--- src/rtl/core/sound_cpu_io_timers_block_defines.svh ---
// ----------------------------------------------------------------------------
// Sound CPU I/O and timers: assertion macros
// Concurrent checks that compile away when NO_ASSERTIONS is defined.
// ----------------------------------------------------------------------------
`ifndef SOUND_CPU_IO_TIMERS_BLOCK_DEFINES_SVH
`define SOUND_CPU_IO_TIMERS_BLOCK_DEFINES_SVH

`ifndef NO_ASSERTIONS
`define SCIO_ASSERT_NOW(label, ante, cons, msg) \
    label: assert property (@(posedge i_clk) disable iff (!i_rst_n) (ante) |-> (cons)) \
        else $error(msg);
`define SCIO_ASSERT_NEXT(label, ante, cons, msg) \
    label: assert property (@(posedge i_clk) disable iff (!i_rst_n) (ante) |=> (cons)) \
        else $error(msg);
`else
`define SCIO_ASSERT_NOW(label, ante, cons, msg)
`define SCIO_ASSERT_NEXT(label, ante, cons, msg)
`endif

`endif

--- src/rtl/core/scio_ram.sv ---
// ----------------------------------------------------------------------------
// scio_ram
// Generic single-port synchronous RAM with registered read.
// ----------------------------------------------------------------------------
module scio_ram #(
    parameter int WIDTH = 8,
    parameter int DEPTH = 256
) (
    input  logic                     i_clk,
    input  logic                     i_en,
    input  logic                     i_we,
    input  logic [$clog2(DEPTH)-1:0] i_addr,
    input  logic [WIDTH-1:0]         i_wdata,
    output logic [WIDTH-1:0]         o_rdata
);

    logic [WIDTH-1:0] r_mem [DEPTH];
    logic [WIDTH-1:0] r_rdata;

    always_ff @(posedge i_clk) begin
        if (i_en) begin
            if (i_we) begin
                r_mem[i_addr] <= i_wdata;
            end
            r_rdata <= r_mem[i_addr];
        end
    end

    assign o_rdata = r_rdata;

endmodule

--- config.mk ---
export PLATFORM = sky130hd
export DESIGN_NAME = scio_ram
export DESIGN_NICKNAME = d
export VERILOG_FILES = /design/src/rtl/core/sound_cpu_io_timers_block_defines.svh /design/src/rtl/core/scio_ram.sv
export SDC_FILE = /design/constraint.sdc
export NUM_CORES = 2
export LEC_CHECK = 0
export BUFFER_PORTS_ARGS = -buffer_cell sky130_fd_sc_hd__buf_2
export CAP_MARGIN = 20
export CORE_ASPECT_RATIO = 1.2
export CORE_MARGIN = 2
export CORE_UTILIZATION = 35
export CTS_BUF_LIST = sky130_fd_sc_hd__clkbuf_4 sky130_fd_sc_hd__clkbuf_8
export DETAILED_ROUTE_END_ITERATION = 10
export HOLD_SLACK_MARGIN = 0.12
export PLACE_DENSITY = 0.51
export SYNTH_ARGS = -nofsm -noshare
export SYNTH_HDL_FRONTEND = slang
export SYNTH_SLANG_ARGS = --single-unit
--- constraint.sdc ---
create_clock -name i_clk -period 3 [get_ports i_clk]
set_input_delay 0 -clock i_clk [delete_from_list [all_inputs] [get_ports i_clk]]
set_output_delay 0 -clock i_clk [all_outputs]
set_load 0.01 [all_outputs]
# Word-level counts from Yosys, hierarchy flattened
# Memories as Yosys holds them, arrays and structs flattened. A register that Yosys moved wholly into a read port is not among the register bits.
# Cells that the tools add are included.
# totals
ff_bits	0
output_inout_bits	8
in_bits	19
wordCells	4
romBits	0
latchBits	0
mem_count	1
ram_bits	2048
# op_classes
n_lt_le_gt_ge	0
n_eq_ne	0
n_div	0
n_mux	3
shift	0
reduce_logical	0
addsub	0
multipliers	0
bitwise_logic	0
# memory_table
memory	depth	width	read_ports	rd_ports_with_merged_regs	write_ports	line_no	rtl
r_mem	256	8	1	1	1	scio_ram.sv:17	logic [WIDTH-1:0] r_mem [DEPTH];
# ops
op	n
1-bit 2-to-1 mux	3

# Depth between registers and ports, before layout
# logic_depth
word_depth	3
depth_mapped	9

# Least setup slack after synthesis
# OpenSTA, ideal clock, no wires.
# synth_timing
path_kind	input to register
from	input i_addr[0]
to	memory r_mem[105][0], enable pin
arrival_time_ns	1.890
path_stages	8
setup_slack_ns	0.740
path_cell_list	clkbuf_1 > buf_4 > buf_4 > buf_2 > nor3b_1 > nand2_1 > clkbuf_1 > nor2_1
# synth_rtl
item	line_no	rtl
start, declared	scio_ram.sv:12	input logic [$clog2(DEPTH)-1:0] i_addr,
end, declared	scio_ram.sv:17	
# Straight into the memory's write port.

==> flow_summary.json <==
{
  "status": "complete, no violations",
  "synth_top_area_frac": 0.788,
  "cellInternalPower_mw": 44.7,
  "max_freq_ghz": 0.341,
  "ant_nets": 0,
  "postCtsSetupRepairBufs": 0,
  "cts_tree": "built",
  "worst-setup-path-type": "reg2reg",
  "swShare": 0.221,
  "hpwl_um": 132000,
  "drt_wl_total_um": 213000,
  "cts_buffer_depth": 4,
  "ys_ff_latch": 2056,
  "p_leak_nw": 29.2,
  "die_h_um": 522,
  "via_per_inst": 5.27,
  "cap_viol_max_count": 0,
  "vias": 39200,
  "finalSetupViolCount": 0,
  "grt_pass1_wl_um": 303000,
  "hp-class": "in2reg",
  "area_delta_synth_final_pct": 18.2,
  "synth_most_common_cell": "edfxtp_1",
  "htreeDepth": 5,
  "drive_above_1_share": 0.358,
  "yosysTopAreaCell": "edfxtp_1",
  "core.rowCount": 190,
  "holdWs_ns": 0.149,
  "clockRootBuffer": "clkbuf_8",
  "final_nets": 4245,
  "worst_pin_slew_ns": 1.15,
  "gp_congestion": 0.806,
  "fin_skew_ns": 0.0690,
  "synth_nets": 3544,
  "crit_path_max_fanout": 1,
  "finalCritPeriodShare": 0.978,
  "cts.sink_count": 2056,
  "fin_area_um2": 92600,
  "synth-edff-count": 2056,
  "hold_violations": 0,
  "drtIter0Drc": 3585,
  "syn_area_um2": 78400,
  "start_util": 0.351,
  "yosysSeqAreaShare": 0.788,
  "ir_drop_mv": 0.317,
  "end_kind": "register",
  "grt_pass1_vias": 40800,
  "clock_power_share": 0.398,
  "async_reset_ff_frac": 0,
  "cp.arrival_ns": 3.64,
  "grt_usage": 0.185,
  "clk_latency_ns": 0.97,
  "required_ns": 3.71,
  "ioPinCount": 27,
  "power.net_switching_mw": 12.7,
  "ys_top_cells_by_count": "edfxtp_1, mux4_2, nor2_1, a22oi_1, clkbuf_1",
  "wire_per_inst_um": 28.7,
  "overflow": 0,
  "synthCells": 3525,
  "layout_min_cycle_time_ns": 2.94,
  "maxSlewHeadroom": 0.232,
  "core_um2": 223000,
  "powerDensity_nw_per_um2": 620,
  "seqPwrFrac": 0.552,
  "io_buffers": 26,
  "combPwrFrac": 0.050,
  "cts_inserted_buffers": 324,
  "drc": 0,
  "slew_viol_final": 0,
  "syn_area_per_cell_um2": 22.2,
  "die-area_um2": 228000,
  "dr.pass1.iters": 5,
  "synth_flop_cell": "edfxtp_1",
  "rsz0062_at_grt": "false",
  "cts.clk_slew.worst_paths_ns": 0.07,
  "r2r_slack_ns": 0.06,
  "postPlaceCellArea_um2": 86300,
  "yosysWarnings": 0,
  "synthDistinctLibCells": 21,
  "dieWidth_um": 436,
  "antenna_found_initial": 7,
  "start_kind": "register",
  "grt_max_degree": 113,
  "synthTopCellsByArea": "edfxtp_1, mux4_2, a22oi_1, nor2_1, a21oi_1"
}
-- through the flow --
stage / TNS [ns] / util / instances / worst slack [ns] / total power, mW
finish: 0 / 0.415 / 7445 / 0.0649 / 57.4
global route: 0 / 0.415 / 7445 / 0.0347 / 59.3
CTS: 0 / 0.415 / 7432 / 0.0440 / 58.1
detailed placement: -2.32 / 0.387 / 6852 / -0.550 / 35.2
global placement: -4.58 / 0.387 / 6850 / -1.01 / 35.2
floorplan: 0 / - / 3525 / 0.740 / 33.6
-- cell families after synthesis --
kind of cell	synth area share
DFF	0.788
muxes	0.147
AOI/OAI and AO/OA	0.0363
and+or+nand+nor	0.0160
buffers and inverters	0.0127
-- per-layer routing --
layer  routed length [um]  vias up  share of wire  global-route usage
met5                    0        -              0                   0
met4                 5300        0          0.025              0.0536
met3                10700      300          0.050              0.0294
met2               112000     1240           0.52               0.326
met1                85700    21200           0.40               0.236
li1                     -    16400              -                   -
-- sequential cells by signal, indices dropped and copies added, names as in the netlist --
name / cells
o_rdata: 8
r_mem: 2048
-- power by group through the flow --
stage	Combinational (mW)	Clock, mW	Sequential, mW
after floorplan	1.36	0	32.3
after CTS	2.97	23.4	31.7
final	2.90	22.8	31.7
after global placement	2.90	0	32.3
after global routing	3.07	24.6	31.7
after detailed placement	2.93	0	32.3
-- cell type report --
class                           instances  area [um2]
Clock inverter                        125         719
Sequential cell                      2056       61700
Clock buffer                          431        5310
Multi-Input combinational cell       1244       15800
Antenna cell                           13        32.5
Fill cell                           19700      130000
Timing Repair Buffer                  600        5360
Tap cell                             2976        3720
-- final timing paths --
check / end / from / cells after the start
setup / recovery: o_rdata[0] / r_mem[163][0] / 6
hold / removal: r_mem[85][7] / i_wdata[7] / 2
setup reg to reg: o_rdata[0] / r_mem[163][0] / 6
hold reg to reg: o_rdata[7] / r_mem[211][7] / 5
-- worst max-delay path: stages (launching register included) --
cell and delay (ns):
edfxtp_1 0.36, mux4_2 0.51, a22oi_1 0.22, a21oi_1 0.20
o41ai_1 1.05, buf_4 0.25, nand4_1 0.07
-- cell usage in the layout, fill, tap and decap left out, types with 8 or more instances in the layout --
cell type      count
a21oi_1          128
a22oi_1          256
buf_12            61
buf_2             18
buf_4            488
buf_8             10
clkbuf_4         100
clkbuf_8         331
clkinv_1          82
clkinv_2          24
clkinvlp_4         8
diode_2           13
dlygate4sd3_1     23
edfxtp_1        2056
mux4_2           512
nand2_1           13
nand2_2           17
nand4_1            8
nor2_1           257
o41ai_1           25
-- repair_timing --
action | in CTS | in global routing
hold buffers | 24 | 0
setup endpoints to repair | 1 | 0
gates resized for setup | 1 | 0
hold endpoints to repair | 2289 | 0
Note: power is estimated with default switching activity, not from simulation.
